[config.mk]
export PLATFORM = sky130hd
export DESIGN_NAME = risc_instruction_decoder
export DESIGN_NICKNAME = d
export VERILOG_FILES = /design/src/sv/rid_pkg.sv /design/src/sv/risc_instruction_decoder.sv /design/src/sv/rid_decode.sv
export VERILOG_INCLUDE_DIRS = /design/src /design/src/sv
export SDC_FILE = /design/constraint.sdc
export NUM_CORES = 1
export LEC_CHECK = 0
export BUFFER_PORTS_ARGS = -buffer_cell sky130_fd_sc_hd__buf_2
export CAP_MARGIN = 5
export CORE_AREA = 3 3 110 112
export DETAILED_ROUTE_END_ITERATION = 7
export DIE_AREA = 0 0 113 115
export PLACE_DENSITY = 0.67
export RECOVER_POWER = 50
export SLEW_MARGIN = 40
export SYNTH_ARGS = -nofsm -noshare
export SYNTH_HDL_FRONTEND = slang
export SYNTH_SLANG_ARGS = --single-unit
[constraint.sdc]
create_clock -name clk -period 8.75 [get_ports clk]
set_clock_uncertainty 0.05 [all_clocks]
set_input_delay 1.3125 -clock clk [delete_from_list [all_inputs] [get_ports clk]]
set_output_delay 1.3125 -clock clk [all_outputs]
set_load 0.01 [all_outputs]
[src/sv/risc_instruction_decoder_defines.svh]
// assertion macros used by the instruction decoder top level
`ifndef RISC_INSTRUCTION_DECODER_DEFINES_SVH
`define RISC_INSTRUCTION_DECODER_DEFINES_SVH

// check that holds outside reset
`define RID_ASSERT(label, prop, msg) \
  label: assert property (@(posedge clk) disable iff (rst) prop) else $error(msg);

// check that must also hold across reset
`define RID_ASSERT_RST(label, prop, msg) \
  label: assert property (@(posedge clk) prop) else $error(msg);

`endif

[src/sv/rid_pkg.sv]
// types, opcode and function constants and lookup tables for the decoder
package rid_pkg;

  // primary opcodes
  localparam logic [5:0] OP_SPECIAL = 6'h00, OP_REGIMM = 6'h01, OP_J    = 6'h02,
                         OP_JAL     = 6'h03, OP_BEQ    = 6'h04, OP_BNE  = 6'h05,
                         OP_BLEZ    = 6'h06, OP_BGTZ   = 6'h07, OP_ADDI = 6'h08,
                         OP_ADDIU   = 6'h09, OP_SLTI   = 6'h0A, OP_SLTIU = 6'h0B,
                         OP_ANDI    = 6'h0C, OP_ORI    = 6'h0D, OP_XORI = 6'h0E,
                         OP_LUI     = 6'h0F, OP_LB     = 6'h20, OP_LH   = 6'h21,
                         OP_LWL     = 6'h22, OP_LW     = 6'h23, OP_LBU  = 6'h24,
                         OP_LHU     = 6'h25, OP_LWR    = 6'h26, OP_SB   = 6'h28,
                         OP_SH      = 6'h29, OP_SW     = 6'h2B;

  // function codes of the special opcode
  localparam logic [5:0] FN_SLL  = 6'h00, FN_SRL   = 6'h02, FN_SRA   = 6'h03,
                         FN_SLLV = 6'h04, FN_SRLV  = 6'h06, FN_SRAV  = 6'h07,
                         FN_JR   = 6'h08, FN_JALR  = 6'h09, FN_MFHI  = 6'h10,
                         FN_MTHI = 6'h11, FN_MFLO  = 6'h12, FN_MTLO  = 6'h13,
                         FN_MULT = 6'h18, FN_MULTU = 6'h19, FN_DIV   = 6'h1A,
                         FN_DIVU = 6'h1B, FN_ADD   = 6'h20, FN_ADDU  = 6'h21,
                         FN_SUB  = 6'h22, FN_SUBU  = 6'h23, FN_AND   = 6'h24,
                         FN_OR   = 6'h25, FN_XOR   = 6'h26, FN_SLT   = 6'h2A,
                         FN_SLTU = 6'h2B;

  // rt selectors of the regimm opcode
  localparam logic [4:0] RI_BLTZ = 5'h00, RI_BGEZ = 5'h01, RI_BLTZAL = 5'h10,
                         RI_BGEZAL = 5'h11;

  // instruction type codes
  typedef enum logic [5:0] {
    IT_ADD    = 6'd0,  IT_ADDI  = 6'd1,  IT_ADDIU = 6'd2,  IT_ADDU  = 6'd3,
    IT_AND    = 6'd4,  IT_ANDI  = 6'd5,  IT_BEQ   = 6'd6,  IT_BGEZ  = 6'd7,
    IT_BGEZAL = 6'd8,  IT_BGTZ  = 6'd9,  IT_BLEZ  = 6'd10, IT_BLTZ  = 6'd11,
    IT_BLTZAL = 6'd12, IT_BNE   = 6'd13, IT_DIV   = 6'd14, IT_DIVU  = 6'd15,
    IT_J      = 6'd16, IT_JALR  = 6'd17, IT_JAL   = 6'd18, IT_JR    = 6'd19,
    IT_LB     = 6'd20, IT_LBU   = 6'd21, IT_LH    = 6'd22, IT_LHU   = 6'd23,
    IT_LUI    = 6'd24, IT_LW    = 6'd25, IT_LWL   = 6'd26, IT_LWR   = 6'd27,
    IT_MFHI   = 6'd28, IT_MFLO  = 6'd29, IT_MTHI  = 6'd30, IT_MTLO  = 6'd31,
    IT_MULT   = 6'd32, IT_MULTU = 6'd33, IT_OR    = 6'd34, IT_ORI   = 6'd35,
    IT_SB     = 6'd36, IT_SH    = 6'd37, IT_SLL   = 6'd38, IT_SLLV  = 6'd39,
    IT_SLT    = 6'd40, IT_SLTI  = 6'd41, IT_SLTIU = 6'd42, IT_SLTU  = 6'd43,
    IT_SRA    = 6'd44, IT_SRAV  = 6'd45, IT_SRL   = 6'd46, IT_SRLV  = 6'd47,
    IT_SUB    = 6'd48, IT_SUBU  = 6'd49, IT_SW    = 6'd50, IT_XOR   = 6'd51,
    IT_XORI   = 6'd52
  } itype_t;

  // result of one table lookup
  typedef struct packed {
    logic   hit;
    itype_t code;
  } lookup_t;

  // one decoded word
  typedef struct packed {
    logic [5:0]         op;
    logic [4:0]         rs;
    logic [4:0]         rt;
    logic [4:0]         rd;
    logic [4:0]         shamt;
    logic [5:0]         funct;
    logic signed [15:0] imm;
    logic [25:0]        target;
    itype_t             itype;
    logic               invalid;
  } decoded_t;

  // function code table
  function automatic lookup_t funct_lookup(input logic [5:0] fn);
    lookup_t r;
    r = '{hit: 1'b1, code: IT_ADD};
    unique case (fn)
      FN_ADD:   r.code = IT_ADD;
      FN_ADDU:  r.code = IT_ADDU;
      FN_AND:   r.code = IT_AND;
      FN_DIV:   r.code = IT_DIV;
      FN_DIVU:  r.code = IT_DIVU;
      FN_JALR:  r.code = IT_JALR;
      FN_JR:    r.code = IT_JR;
      FN_MFHI:  r.code = IT_MFHI;
      FN_MFLO:  r.code = IT_MFLO;
      FN_MTHI:  r.code = IT_MTHI;
      FN_MTLO:  r.code = IT_MTLO;
      FN_MULT:  r.code = IT_MULT;
      FN_MULTU: r.code = IT_MULTU;
      FN_OR:    r.code = IT_OR;
      FN_SLL:   r.code = IT_SLL;
      FN_SLLV:  r.code = IT_SLLV;
      FN_SLT:   r.code = IT_SLT;
      FN_SLTU:  r.code = IT_SLTU;
      FN_SRA:   r.code = IT_SRA;
      FN_SRAV:  r.code = IT_SRAV;
      FN_SRL:   r.code = IT_SRL;
      FN_SRLV:  r.code = IT_SRLV;
      FN_SUB:   r.code = IT_SUB;
      FN_SUBU:  r.code = IT_SUBU;
      FN_XOR:   r.code = IT_XOR;
      default:  r.hit  = 1'b0;
    endcase
    return r;
  endfunction

  // primary opcode table for the immediate formats
  function automatic lookup_t opcode_lookup(input logic [5:0] op);
    lookup_t r;
    r = '{hit: 1'b1, code: IT_ADD};
    unique case (op)
      OP_ADDI:  r.code = IT_ADDI;
      OP_ADDIU: r.code = IT_ADDIU;
      OP_ANDI:  r.code = IT_ANDI;
      OP_BEQ:   r.code = IT_BEQ;
      OP_BGTZ:  r.code = IT_BGTZ;
      OP_BLEZ:  r.code = IT_BLEZ;
      OP_BNE:   r.code = IT_BNE;
      OP_LB:    r.code = IT_LB;
      OP_LBU:   r.code = IT_LBU;
      OP_LH:    r.code = IT_LH;
      OP_LHU:   r.code = IT_LHU;
      OP_LUI:   r.code = IT_LUI;
      OP_LW:    r.code = IT_LW;
      OP_LWL:   r.code = IT_LWL;
      OP_LWR:   r.code = IT_LWR;
      OP_ORI:   r.code = IT_ORI;
      OP_SB:    r.code = IT_SB;
      OP_SH:    r.code = IT_SH;
      OP_SLTI:  r.code = IT_SLTI;
      OP_SLTIU: r.code = IT_SLTIU;
      OP_SW:    r.code = IT_SW;
      OP_XORI:  r.code = IT_XORI;
      default:  r.hit  = 1'b0;
    endcase
    return r;
  endfunction

  // regimm branch table, selected by rt
  function automatic lookup_t regimm_lookup(input logic [4:0] rt);
    lookup_t r;
    r = '{hit: 1'b1, code: IT_ADD};
    unique case (rt)
      RI_BLTZ:   r.code = IT_BLTZ;
      RI_BGEZ:   r.code = IT_BGEZ;
      RI_BLTZAL: r.code = IT_BLTZAL;
      RI_BGEZAL: r.code = IT_BGEZAL;
      default:   r.hit  = 1'b0;
    endcase
    return r;
  endfunction

endpackage

[src/sv/risc_instruction_decoder.sv]
// top level of the instruction decoder: input register, decode, result register
// an accepted word is held in the input register, decoded, then loaded into the result register behind out_valid
// throughput: one word per cycle unless out_ready stalls, set by the single decode pass between registers
// a stalled result holds while a word may still enter the empty input register
// reset (rst, synchronous) empties both stages; payload registers are not reset
module risc_instruction_decoder (
  input  logic               clk,
  input  logic               rst,
  input  logic               in_valid,
  output logic               in_ready,
  input  logic [31:0]        instr_word,
  output logic               out_valid,
  input  logic               out_ready,
  output logic [5:0]         op_field,
  output logic [4:0]         rs_index,
  output logic [4:0]         rt_index,
  output logic [4:0]         rd_index,
  output logic [4:0]         shift_amt,
  output logic [5:0]         funct_field,
  output logic signed [15:0] imm_value,
  output logic [25:0]        jump_target,
  output logic [5:0]         instr_type,
  output logic               invalid_flag
);
  import rid_pkg::*;

  `include "risc_instruction_decoder_defines.svh"

  logic        word_valid;
  logic [31:0] word;
  logic        res_valid;
  decoded_t    res;
  decoded_t    dec;
  logic        advance;

  // stage moves when the result register is free or being emptied
  assign advance  = !res_valid || out_ready;
  assign in_ready = !word_valid || advance;

  // input word register
  always_ff @(posedge clk) begin
    if (rst) begin
      word_valid <= 1'b0;
    end else if (in_ready) begin
      word_valid <= in_valid;
    end
    if (in_valid && in_ready) begin
      word <= instr_word;
    end
  end

  rid_decode u_decode (
    .instr_word (word),
    .dec        (dec)
  );

  // result register
  always_ff @(posedge clk) begin
    if (rst) begin
      res_valid <= 1'b0;
    end else if (advance) begin
      res_valid <= word_valid;
    end
    if (advance && word_valid) begin
      res <= dec;
    end
  end

  // output ports
  assign out_valid    = res_valid;
  assign op_field     = res.op;
  assign rs_index     = res.rs;
  assign rt_index     = res.rt;
  assign rd_index     = res.rd;
  assign shift_amt    = res.shamt;
  assign funct_field  = res.funct;
  assign imm_value    = res.imm;
  assign jump_target  = res.target;
  assign instr_type   = res.itype;
  assign invalid_flag = res.invalid;

  // checks
  `RID_ASSERT(a_invalid_code,
              res_valid && res.invalid |-> res.itype == IT_ADD,
              "invalid word with nonzero type")
  `RID_ASSERT(a_target_jump,
              res_valid && res.target != '0 |-> (res.op == OP_J || res.op == OP_JAL),
              "jump target on non-jump word")
  `RID_ASSERT(a_imm_itype,
              res_valid && res.imm != '0 |->
                (res.op != OP_SPECIAL && res.op != OP_J && res.op != OP_JAL),
              "immediate on R or J word")
  `RID_ASSERT(a_word_taken,
              in_valid && in_ready |=> word_valid,
              "accepted word lost from input stage")
  `RID_ASSERT_RST(a_reset_empty,
                  rst |=> !word_valid && !res_valid,
                  "stages not empty after reset")

endmodule

[src/sv/rid_decode.sv]
// combinational field split and type lookup for one instruction word
module rid_decode (
  input  logic [31:0]       instr_word,
  output rid_pkg::decoded_t dec
);
  import rid_pkg::*;

  logic [5:0] op;
  lookup_t    fn_hit;
  lookup_t    op_hit;
  lookup_t    ri_hit;

  assign op     = instr_word[31:26];
  assign fn_hit = funct_lookup(instr_word[5:0]);
  assign op_hit = opcode_lookup(op);
  assign ri_hit = regimm_lookup(instr_word[20:16]);

  // pick the format and clear unused fields
  always_comb begin
    dec         = '0;
    dec.op      = op;
    dec.itype   = IT_ADD;
    dec.invalid = 1'b1;
    priority if (op == OP_SPECIAL) begin
      dec.rs      = instr_word[25:21];
      dec.rt      = instr_word[20:16];
      dec.rd      = instr_word[15:11];
      dec.shamt   = instr_word[10:6];
      dec.funct   = instr_word[5:0];
      dec.itype   = fn_hit.code;
      dec.invalid = !fn_hit.hit;
    end else if (op == OP_J || op == OP_JAL) begin
      dec.target  = instr_word[25:0];
      dec.itype   = (op == OP_J) ? IT_J : IT_JAL;
      dec.invalid = 1'b0;
    end else if (op == OP_REGIMM) begin
      dec.rs      = instr_word[25:21];
      dec.rt      = instr_word[20:16];
      dec.imm     = instr_word[15:0];
      dec.itype   = ri_hit.code;
      dec.invalid = !ri_hit.hit;
    end else begin
      dec.rs      = instr_word[25:21];
      dec.rt      = instr_word[20:16];
      dec.imm     = instr_word[15:0];
      dec.itype   = op_hit.code;
      dec.invalid = !op_hit.hit;
    end
  end

endmodule
Word level (Yosys, flattened, before mapping):

Index checks and enable logic that the tools add are counted.

* eq/ne operators: 52
* multiplexer cells: 12
* bitwise gates (word level): 1
* reductions and logical operators: 18

Operators with widths (count)
* 6-bit case mux with 24 select lines: 1
* 6-bit case mux with 22 select lines: 1
* 6-bit equality test, second input constant: 19
* 6-bit by 4-bit equality test with 1-bit output, second input constant: 10
* 6-bit by 5-bit equality test with 1-bit output, second input constant: 8
* 6-bit by 3-bit equality test with 1-bit output, second input constant: 7
* 25-bit OR reduction: 1
* 6-bit by 2-bit equality test with 1-bit output, second input constant: 4
* 22-bit OR reduction: 1
* 7-bit 2-to-1 mux: 3
* 10-bit 2-to-1 mux: 2
* 4-bit case mux with 4 select lines: 1
* 6-bit logical NOT: 2
* 5-bit equality test, second input constant: 2
* 6-bit by 1-bit equality test with 1-bit output, second input constant: 1
* 5-bit by 1-bit equality test with 1-bit output, second input constant: 1
* 1-bit logical NOT: 5
* 5-bit logical NOT: 1
* 2-bit OR reduction: 2
* 4-bit OR reduction: 1
* 1-bit logical OR: 3
* 1-bit 2-to-1 mux: 3
* 1-bit logical AND: 2
* 2-bit 2-to-1 mux: 1
* 1-bit NOT: 1

* bits in registers: 115
* input bits: 36
* output and inout bits: 83

Longest topological paths before layout:

Gate-level depths: netlist (run 1).

* depth in word-level cells: 7
* mapped depth: 8

Cells and area by module:

Synthesis (run 1) repeated with hierarchy kept, for this count alone.

* cells, all modules: 351
* area, all modules: 4934.7 sq um

Modules (own cells, without submodules)
* risc_instruction_decoder: instances 1, cells each 123, area each 3497.1 sq um, sequential area each 3433.3 sq um
* rid_decode: instances 1, cells each 228, area each 1437.6 sq um, sequential area each 0.0 sq um

Worst setup path before layout (run 1):

Ideal clock, no wire load.

* kind: input -> register
* start: input out_ready
* end: register res (netlist bit funct_field[0]) (enable)
* arrival time: 4.985 ns
* required time: 8.169 ns
* setup slack: 3.184 ns
* stages on the path: 2
* cell sequence: nor2b_1 > nor2b_1

* word-level cells in the longest chain between the ends: 2

RTL lines
* start, declared: line risc_instruction_decoder.sv:13 `input logic out_ready,`
* 1-bit logical OR: line risc_instruction_decoder.sv:37 `assign advance = !res_valid || out_ready;`
* 1-bit logical AND: line risc_instruction_decoder.sv:64 `if (advance && word_valid) begin`
* end signal, assigned: line risc_instruction_decoder.sv:65 `res <= dec;`
* end, declared: line risc_instruction_decoder.sv:32 `decoded_t res;`

No other way between the ends.
A chain may end at the register's enable or synchronous reset.

Final worst setup path (run 1):

* start: input out_ready
* end: register res (netlist bit rt_index[3]) (enable)

Same word-level chain as after synthesis.

==> results of run 1 <==
-- power breakdown --
part           switching [mW]  leakage, nW  total, mW  internal, mW
Sequential             0.0216         1.07      0.664         0.642
Combinational          0.0522        0.939     0.0889        0.0368
Clock                   0.222        0.285      0.663         0.441
Total                   0.296         2.29       1.42          1.12
-- flip-flops by register name, indices dropped and copies added (netlist names) --
| signal | cells |
|---|---|
| op_field | 6 |
| instr_type | 6 |
| rt_index | 5 |
| out_valid | 1 |
| rd_index | 5 |
| word_valid | 1 |
| word | 32 |
| shift_amt | 5 |
| invalid_flag | 1 |
| funct_field | 6 |
| imm_value | 16 |
| jump_target | 26 |
| rs_index | 5 |
-- synthesized netlist by cell type (2+ instances only) --
| cell | number | area, um2 |
|---|---|---|
| o221ai_1 | 4 | 35.0 |
| a31oi_1 | 3 | 18.8 |
| nor2b_1 | 14 | 87.6 |
| nand2_1 | 10 | 37.5 |
| inv_1 | 7 | 26.3 |
| a21boi_0 | 2 | 15.0 |
| nand3_1 | 2 | 10.0 |
| buf_2 | 3 | 15.0 |
| nor3_1 | 13 | 65.1 |
| or3_1 | 2 | 12.5 |
| clkbuf_1 | 14 | 52.6 |
| o31ai_1 | 2 | 15.0 |
| mux2i_1 | 4 | 40.0 |
| nand3b_1 | 3 | 22.5 |
| a21o_1 | 3 | 22.5 |
| and2_1 | 47 | 294 |
| o21ai_0 | 12 | 60.1 |
| nand2b_1 | 11 | 68.8 |
| o31ai_2 | 2 | 25.0 |
| a21oi_1 | 16 | 80.1 |
| or4_1 | 3 | 22.5 |
| buf_4 | 2 | 15.0 |
| a211oi_1 | 4 | 30.0 |
| nor2_1 | 21 | 78.8 |
| o32ai_1 | 2 | 17.5 |
| edfxtp_1 | 113 | 3390 |
| buf_6 | 4 | 45.0 |
| dfxtp_1 | 2 | 40.0 |
-- final timing paths --
kind	start	end	cells after the start
max	out_ready	rt_index[3]	4
min	word_valid	out_valid	2
max reg2reg	out_valid	rt_index[3]	3
min reg2reg	word_valid	out_valid	2
-- through the flow --
| stage | instance area (um2) | hold slack, ns | std cells | util |
|---|---|---|---|---|
| 3_5_place_dp | 5590 | 0.478 | 594 | 0.493 |
| 6_report | 6120 | 0.486 | 625 | 0.541 |
| 5_1_grt | 6120 | 0.516 | 625 | 0.541 |
| 3_3_place_gp | 5580 | 0.450 | 594 | 0.493 |
| 4_1_cts | 6160 | 0.484 | 625 | 0.544 |
| 2_1_floorplan | 4920 | 0.391 | 355 | - |
-- routing by layer --
metal  vias up  GRT usage
met5         -          0
met1      1502      0.210
met4         0     0.0521
li1       1553          -
met3        11     0.0537
met2       123      0.232
-- cell usage in the layout, fill, tap and decap left out, types with 2 or more instances in the layout --
master and count:
a31oi_1 3, nand3_1 2, a21o_1 3, a21boi_0 2, or4_1 4, buf_2 114
nor2_1 21, o221ai_1 4, o21ai_0 12, nand2_1 10, nand3b_1 3, clkinv_4 2
dfxtp_1 2, a211oi_1 4, nand2b_1 11, clkbuf_1 8, clkbuf_16 17, and2_0 5
clkinv_1 2, o31ai_1 2, edfxtp_1 113, and2_1 42, clkinv_2 5, mux2i_1 4
o31ai_2 2, a21oi_1 16, bufinv_16 3, nor2b_1 13, nor3_1 13, or3_1 2
inv_1 7, o32ai_1 2
-- worst max-delay path: stages --
cell and delay (ns):
buf_2 0.08, nor2b_1 0.08, nor2b_4 0.11, clkbuf_1 3.00
-- cell type report --
type,count,area [um2],share of cell area
Clock inverter,12,140,0.0229
Clock buffer,19,433,0.0707
Tap cell,143,179,0.0292
Timing Repair Buffer,120,593,0.0969
Inverter,8,30.0,0.00490
Sequential cell,115,3430,0.561
Multi-Input combinational cell,208,1320,0.215
-- kinds of logic (layout without fill, tap and decap cells) --
family	count (synthesis)	in the layout	share of synthesized area
DFF	115	115	0.698
muxes	5	5	0.0104
buffers and inverters	32	159	0.0328
adders and majority gates	2	2	0.00432
AOI/OAI and AO/OA	64	64	0.0900
xor gates and xnor gates	1	1	0.00178
and+or+nand+nor	136	136	0.163
==> results.sh, run 1 <==
export IMPL_cts_root_buf="clkbuf_16"
export IMPL_finalMaxSlewViolations=115
export IMPL_tightest_slew_ns=4.32
export IMPL_setup_violations_final=0
export IMPL_cp_arrival_ns=4.67
export IMPL_r2r_slack_ns=4.51
export IMPL_rsz0062_at_grt="false"
export IMPL_startpoint_type="input port"
export IMPL_dpl_worst_slack_ns=5.41
export IMPL_clk_latency_ns=0.41
export IMPL_grt_overflow_total=0
export IMPL_worstSetupPathType="input port to flop"
export IMPL_via_per_inst=5.10
export IMPL_drt_wl_total_um=9970
export IMPL_drtPass1Iterations=4
export IMPL_area_growth_pct=24.4
export IMPL_antenna_found_initial=0
export IMPL_failed_checks="max-capacitance violations, max-slew violations"
export IMPL_mappedNetlistNets=391
export IMPL_fp_dieW_um=113
export IMPL_crit_fanout=81
export IMPL_ys_warn_count=0
export IMPL_synth_area_per_cell_um2=13.9
export IMPL_dr_max_layer_used="met4"
export IMPL_clockBufferDepth=2
export IMPL_start_util=0.435
export IMPL_core_rowCount=39
export IMPL_wl_met1_um=4550
export IMPL_post_cts_buffers=0
export IMPL_core_region_area_um2=11300
export IMPL_finalHoldViolCount=0
export IMPL_dieArea_um2=13000
export IMPL_final_nets=506
export IMPL_hold_class="flop to flop"
export IMPL_htreeDepth=4
export IMPL_antenna_cells=0
export IMPL_path_clk_slew_ns=0.05
export IMPL_cts_hold_buffers=0
export IMPL_ys_seq_area_frac=0.698
export IMPL_period_share=0.550
export IMPL_post_cts_resized=0
export IMPL_run_status="finished with violations"
export IMPL_cts_buffers=17
export IMPL_die_y_um=115
export IMPL_slew_headroom=-1.88
export IMPL_hpwl_um=6510
export IMPL_grt_usage=0.154
export IMPL_drt_iter0_markers=268
export IMPL_clock_sinks=115
export IMPL_synth_edf_count=113
export IMPL_setup_slack_ns=3.94
export IMPL_syn_inst=355
export IMPL_port_buffers=118
export IMPL_drc_errors=0
export IMPL_wl_met3_um=712
export IMPL_wl_per_cell_um=15.9
export IMPL_synth_seq_cells=115
export IMPL_vdd_drop_max_v=0.000113
export IMPL_grt_pass1_wl_um=15200
export IMPL_power_mw=1.42
export IMPL_cts_tree="built"
export IMPL_synth_area_um2=4920
export IMPL_place_gp_congestion=0.845
export IMPL_end_kind="flop"
export IMPL_grt_pass1_vias=2951
export IMPL_drv_cap=2
export IMPL_wl_met2_um=4600
export IMPL_drive_above_1_share=0.317
export IMPL_num_io_pins=119
export IMPL_fmaxAchievable_mhz=208
export IMPL_antenna_left=0
export IMPL_vias=3189
export IMPL_synthArstFlopShare=0
export IMPL_grt_max_degree=82
export IMPL_ys_dominant_reg_cell="edfxtp_1"
export IMPL_worst_ep_required_time_ns=8.61
export IMPL_fill_cells=927
export IMPL_p_leak_nw=2.29
export IMPL_yosysUniqueCellTypes=58
export IMPL_power_density_nw_per_um2=231
export IMPL_setup_tns_final_ns=0
export IMPL_period_minus_slack_ns=4.81
Note: power is estimated with default switching activity, not from simulation.
==> inputs of run 2 (changes only) <==
==> constraint.sdc (replaced) <==
create_clock -name clk -period 4.65 [get_ports clk]
set_clock_uncertainty 0.05 [all_clocks]
set_input_delay 0.6975 -clock clk [delete_from_list [all_inputs] [get_ports clk]]
set_output_delay 0.6975 -clock clk [all_outputs]
set_load 0.01 [all_outputs]
==> results.sh, run 2 (synthesis gave the netlist of run 1 again) <==
export IMPL_whs_endpoint="out_valid"
export IMPL_fill_cells=1000
export IMPL_register_area_um2=3430
export IMPL_post_cts_resized=0
export IMPL_htreeDepth=4
export IMPL_cts_hold_buffers=0
export IMPL_via_per_inst=5.10
export IMPL_grt_pass1_wl_um=15500
export IMPL_fmaxAchievable_mhz=330
export IMPL_post_cts_buffers=0
export IMPL_startpoint_type="flop"
export IMPL_setup_violations_final=0
export IMPL_cp_arrival_ns=3.01
export IMPL_min_from="rst"
export IMPL_final_nets=506
export IMPL_crit_top_cell="nor2b_1"
export IMPL_r2r_start="out_valid"
export IMPL_worstReg2RegEnd="instr_type[0]"
export IMPL_r2r_slack_ns=1.62
export IMPL_tightest_slew_ns=2.13
export IMPL_core_rowCount=39
export IMPL_clk_latency_ns=0.41
export IMPL_grt_max_degree=63
export IMPL_drt_wl_total_um=9990
export IMPL_fp_dieW_um=113
export IMPL_drtPass1Iterations=5
export IMPL_worst_ep_required_time_ns=4.63
export IMPL_place_gp_congestion=0.848
export IMPL_core_region_area_um2=11300
export IMPL_finalMaxSlewViolations=54
export IMPL_drc_errors=0
export IMPL_crit_slowest_cell="nor2b_1"
export IMPL_antenna_cells=0
export IMPL_run_status="finished with violations"
export IMPL_setup_tns_final_ns=0
export IMPL_vias=3183
export IMPL_port_buffers=118
export IMPL_clockBufferDepth=2
export IMPL_dieArea_um2=13000
export IMPL_wl_per_cell_um=16.0
export IMPL_cts_buffers=17
export IMPL_cts_root_buf="clkbuf_16"
export IMPL_num_io_pins=119
export IMPL_drv_cap=2
export IMPL_largest_reg_flops=32
export IMPL_path_cells="nor2b_1 -> nor2b_1 -> buf_4"
export IMPL_holdPathStages=2
export IMPL_cts_tree="built"
export IMPL_grt_usage=0.158
export IMPL_drt_iter0_markers=285
export IMPL_drive_above_1_share=0.195
export IMPL_fin_util=0.535
export IMPL_crit_fanout=62
export IMPL_die_y_um=115
export IMPL_clock_sinks=115
export IMPL_area_growth_pct=23.2
export IMPL_failed_checks="max-capacitance violations, max-slew violations"
export IMPL_start_util=0.435
export IMPL_r2r_cells=3
export IMPL_finalHoldViolCount=0
export IMPL_path_clk_slew_ns=0.05
export IMPL_layout_common_cells="edfxtp_1, clkbuf_1, buf_2"
export IMPL_rsz0062_at_grt="false"
export IMPL_antenna_found_initial=0
export IMPL_hold_class="input port to flop"
export IMPL_period_share=0.651
export IMPL_antenna_left=0
export IMPL_period_minus_slack_ns=3.03
export IMPL_regMostFlops="word"
export IMPL_slowest_delay_ns=1.30
export IMPL_slew_headroom=-0.418
export IMPL_worstSetupPathType="flop to flop"
export IMPL_p_leak_nw=2.14
export IMPL_layout_commonest_cell="edfxtp_1"
export IMPL_vdd_drop_max_v=0.000213
export IMPL_end_kind="flop"
export IMPL_grt_pass1_vias=2962
export IMPL_power_density_nw_per_um2=438
export IMPL_hpwl_um=6800
export IMPL_multi_input_area_um2=1330
export IMPL_grt_overflow_total=0
run 2: changes by cell type in the layout (fill, tap and decap cells not counted), moves of 2 or more:
| cell | previous run | this run |
|---|---|---|
| buf_4 | 0 | 2 |
| and2_1 | 42 | 46 |
| clkinvlp_4 | 0 | 2 |
| buf_2 | 114 | 52 |
| clkbuf_1 | 8 | 67 |
| and2_0 | 5 | 1 |
run 2: cell type report:
cell class | count | share of cell area
Clock buffer | 18 | 0.0708
Clock inverter | 12 | 0.0233
Tap cell | 143 | 0.0295
Timing Repair Buffer | 120 | 0.0863
Inverter | 8 | 0.00495
Multi-Input combinational cell | 208 | 0.219
Sequential cell | 115 | 0.566
run 2: stage by stage:
stage / power [mW] / hold slack [ns] / instance area (um2) / cells / worst slack (ns)
after global placement: 1.43 / 0.460 / 5580 / 594 / 2.06
after detailed placement: 1.43 / 0.472 / 5580 / 594 / 1.98
final: 2.65 / 0.409 / 6060 / 624 / 1.62
after floorplan: 1.36 / 0.391 / 4920 / 355 / 1.28
after CTS: 2.69 / 0.391 / 6150 / 624 / 1.96
after global routing: 2.76 / 0.394 / 6060 / 624 / 1.32
run 2: worst max-delay path by stage:
stage	start	cells past startpoint	slack, ns	to
finish	out_valid	3	1.62	instr_type[0]
global route	out_valid	3	1.32	funct_field[2]
CTS	word[31]	4	1.96	imm_value[11]
detailed placement	word[31]	4	1.98	imm_value[11]
global placement	word[31]	4	2.06	imm_value[15]
floorplan	out_ready	2	1.28	funct_field[0]
run 2: where the power goes:
part           internal [mW]  leakage (nW)  switching (mW)  total (mW)
combinational         0.0625         0.794          0.0974       0.160
sequential              1.20          1.07          0.0430        1.25
clock                  0.826         0.276           0.421        1.25
total                   2.09          2.14           0.561        2.65
run 2: routing by layer:
layer / up-vias / track usage / share of wire
li1: 1555 / - / -
met1: 1486 / 0.209 / 0.43
met2: 128 / 0.242 / 0.48
met3: 14 / 0.0542 / 0.074
met4: 0 / 0.0625 / 0.013
met5: - / 0 / 0
run 2: critical path, delay by kind of cell (launching register included):
| kind | cells | cell delay (ns) |
|---|---|---|
| simple gates | 2 | 1.46 |
| buf+inv | 1 | 0.78 |
| flops | 1 | 0.31 |
==> inputs of run 3 (changes only) <==
==> constraint.sdc (replaced) <==
create_clock -name clk -period 3 [get_ports clk]
set_clock_uncertainty 0.05 [all_clocks]
set_input_delay 0.45 -clock clk [delete_from_list [all_inputs] [get_ports clk]]
set_output_delay 0.45 -clock clk [all_outputs]
set_load 0.01 [all_outputs]
==> results.sh, run 3 (synthesis gave the netlist of run 1 again) <==
export IMPL_hpwl_um=6900
export IMPL_drtPass1Iterations=4
export IMPL_core_rowCount=39
export IMPL_tightest_slew_ns=1.81
export IMPL_die_y_um=115
export IMPL_drc_errors=0
export IMPL_failed_checks="max-capacitance violations, max-slew violations"
export IMPL_area_growth_pct=22.9
export IMPL_r2r_slack_ns=0.57
export IMPL_largest_reg_flops=32
export IMPL_register_area_um2=3430
export IMPL_power_density_nw_per_um2=662
export IMPL_end_kind="flop"
export IMPL_antenna_cells=0
export IMPL_setup_violations_final=0
export IMPL_post_cts_resized=0
export IMPL_start_util=0.435
export IMPL_place_gp_congestion=0.963
export IMPL_period_share=0.809
export IMPL_vias=3243
export IMPL_core_region_area_um2=11300
export IMPL_via_per_inst=5.15
export IMPL_wl_per_cell_um=16.7
export IMPL_crit_fanout=81
export IMPL_layout_common_cells="edfxtp_1, clkbuf_1, and2_1"
export IMPL_antenna_found_initial=0
export IMPL_rsz0062_at_grt="false"
export IMPL_grt_usage=0.165
export IMPL_vdd_drop_max_v=0.000364
export IMPL_setup_tns_final_ns=0
export IMPL_cts_tree="built"
export IMPL_port_buffers=118
export IMPL_clock_sinks=115
export IMPL_drt_wl_total_um=10500
export IMPL_cts_root_buf="clkbuf_16"
export IMPL_dieArea_um2=13000
export IMPL_power_mw=4.00
export IMPL_p_leak_nw=2.09
export IMPL_cp_arrival_ns=2.36
export IMPL_grt_max_degree=82
export IMPL_grt_overflow_total=0
export IMPL_finalHoldViolCount=0
export IMPL_drv_cap=1
export IMPL_run_status="finished with violations"
export IMPL_final_nets=511
export IMPL_worstSetupPathType="flop to flop"
export IMPL_cts_hold_buffers=0
export IMPL_slew_headroom=-0.209
export IMPL_fp_dieW_um=113
export IMPL_worst_ep_required_time_ns=2.94
export IMPL_path_clk_slew_ns=0.05
export IMPL_holdWs_ns=0.173
export IMPL_finalMaxSlewViolations=82
export IMPL_antenna_left=0
export IMPL_fmaxAchievable_mhz=412
export IMPL_fill_cells=998
export IMPL_post_cts_buffers=0
export IMPL_grt_pass1_wl_um=16600
export IMPL_grt_pass1_vias=3142
export IMPL_regMostFlops="word"
export IMPL_num_io_pins=119
export IMPL_startpoint_type="flop"
export IMPL_drt_iter0_markers=342
export IMPL_hold_class="input port to flop"
export IMPL_drive_above_1_share=0.170
export IMPL_period_minus_slack_ns=2.43
export IMPL_clk_latency_ns=0.40
export IMPL_cts_buffers=17
export IMPL_clockBufferDepth=2
export IMPL_layout_commonest_cell="edfxtp_1"
export IMPL_multi_input_area_um2=1340
export IMPL_dp_cells=599
export IMPL_stdcell_count=630
export IMPL_htreeDepth=4
-- run 3: area by class of cell --
type,count,share of cell area
clock inverter,13,0.0188
inverter,8,0.00497
tap,143,0.0296
timing repair buffer,125,0.0869
multi-input combinational,208,0.221
clock buffer,18,0.0710
sequential,115,0.568
-- run 3: path summary, 6_finish.rpt --
kind	startpoint	cells after the start	end
hold / removal	rst	2	word_valid
setup reg to reg	out_valid	3	funct_field[0]
setup / recovery	out_valid	3	funct_field[0]
hold reg to reg	word_valid	2	out_valid
-- run 3: through the flow --
step / cell area, um2 / setup WS (ns) / utilization
floorplan: 4930 / 0.783 / -
global placement: 5630 / 0.815 / 0.498
detailed placement: 5630 / 0.758 / 0.498
CTS: 6180 / 0.744 / 0.546
global route: 6050 / 0.409 / 0.534
finish: 6050 / 0.572 / 0.534
-- run 3: power breakdown --
| group | switching [mW] | internal, mW | leakage, nW | total [mW] |
|---|---|---|---|---|
| clock | 0.689 | 1.13 | 0.256 | 1.82 |
| combinational | 0.165 | 0.0962 | 0.769 | 0.261 |
| sequential | 0.0572 | 1.86 | 1.07 | 1.92 |
| total | 0.911 | 3.09 | 2.09 | 4.00 |
-- run 3: critical path, cell delays in order (launching register included) --
cell and delay, ns:
dfxtp_1 0.31, nor2b_1 0.18, nor2b_4 0.11, buf_2 1.31
-- run 3: layer usage --
metal	share of wire	global-route usage	vias to the layer above
met5	0	0	-
met4	0.014	0.0569	0
met3	0.075	0.0474	13
met2	0.48	0.267	151
met1	0.43	0.215	1515
li1	-	-	1564
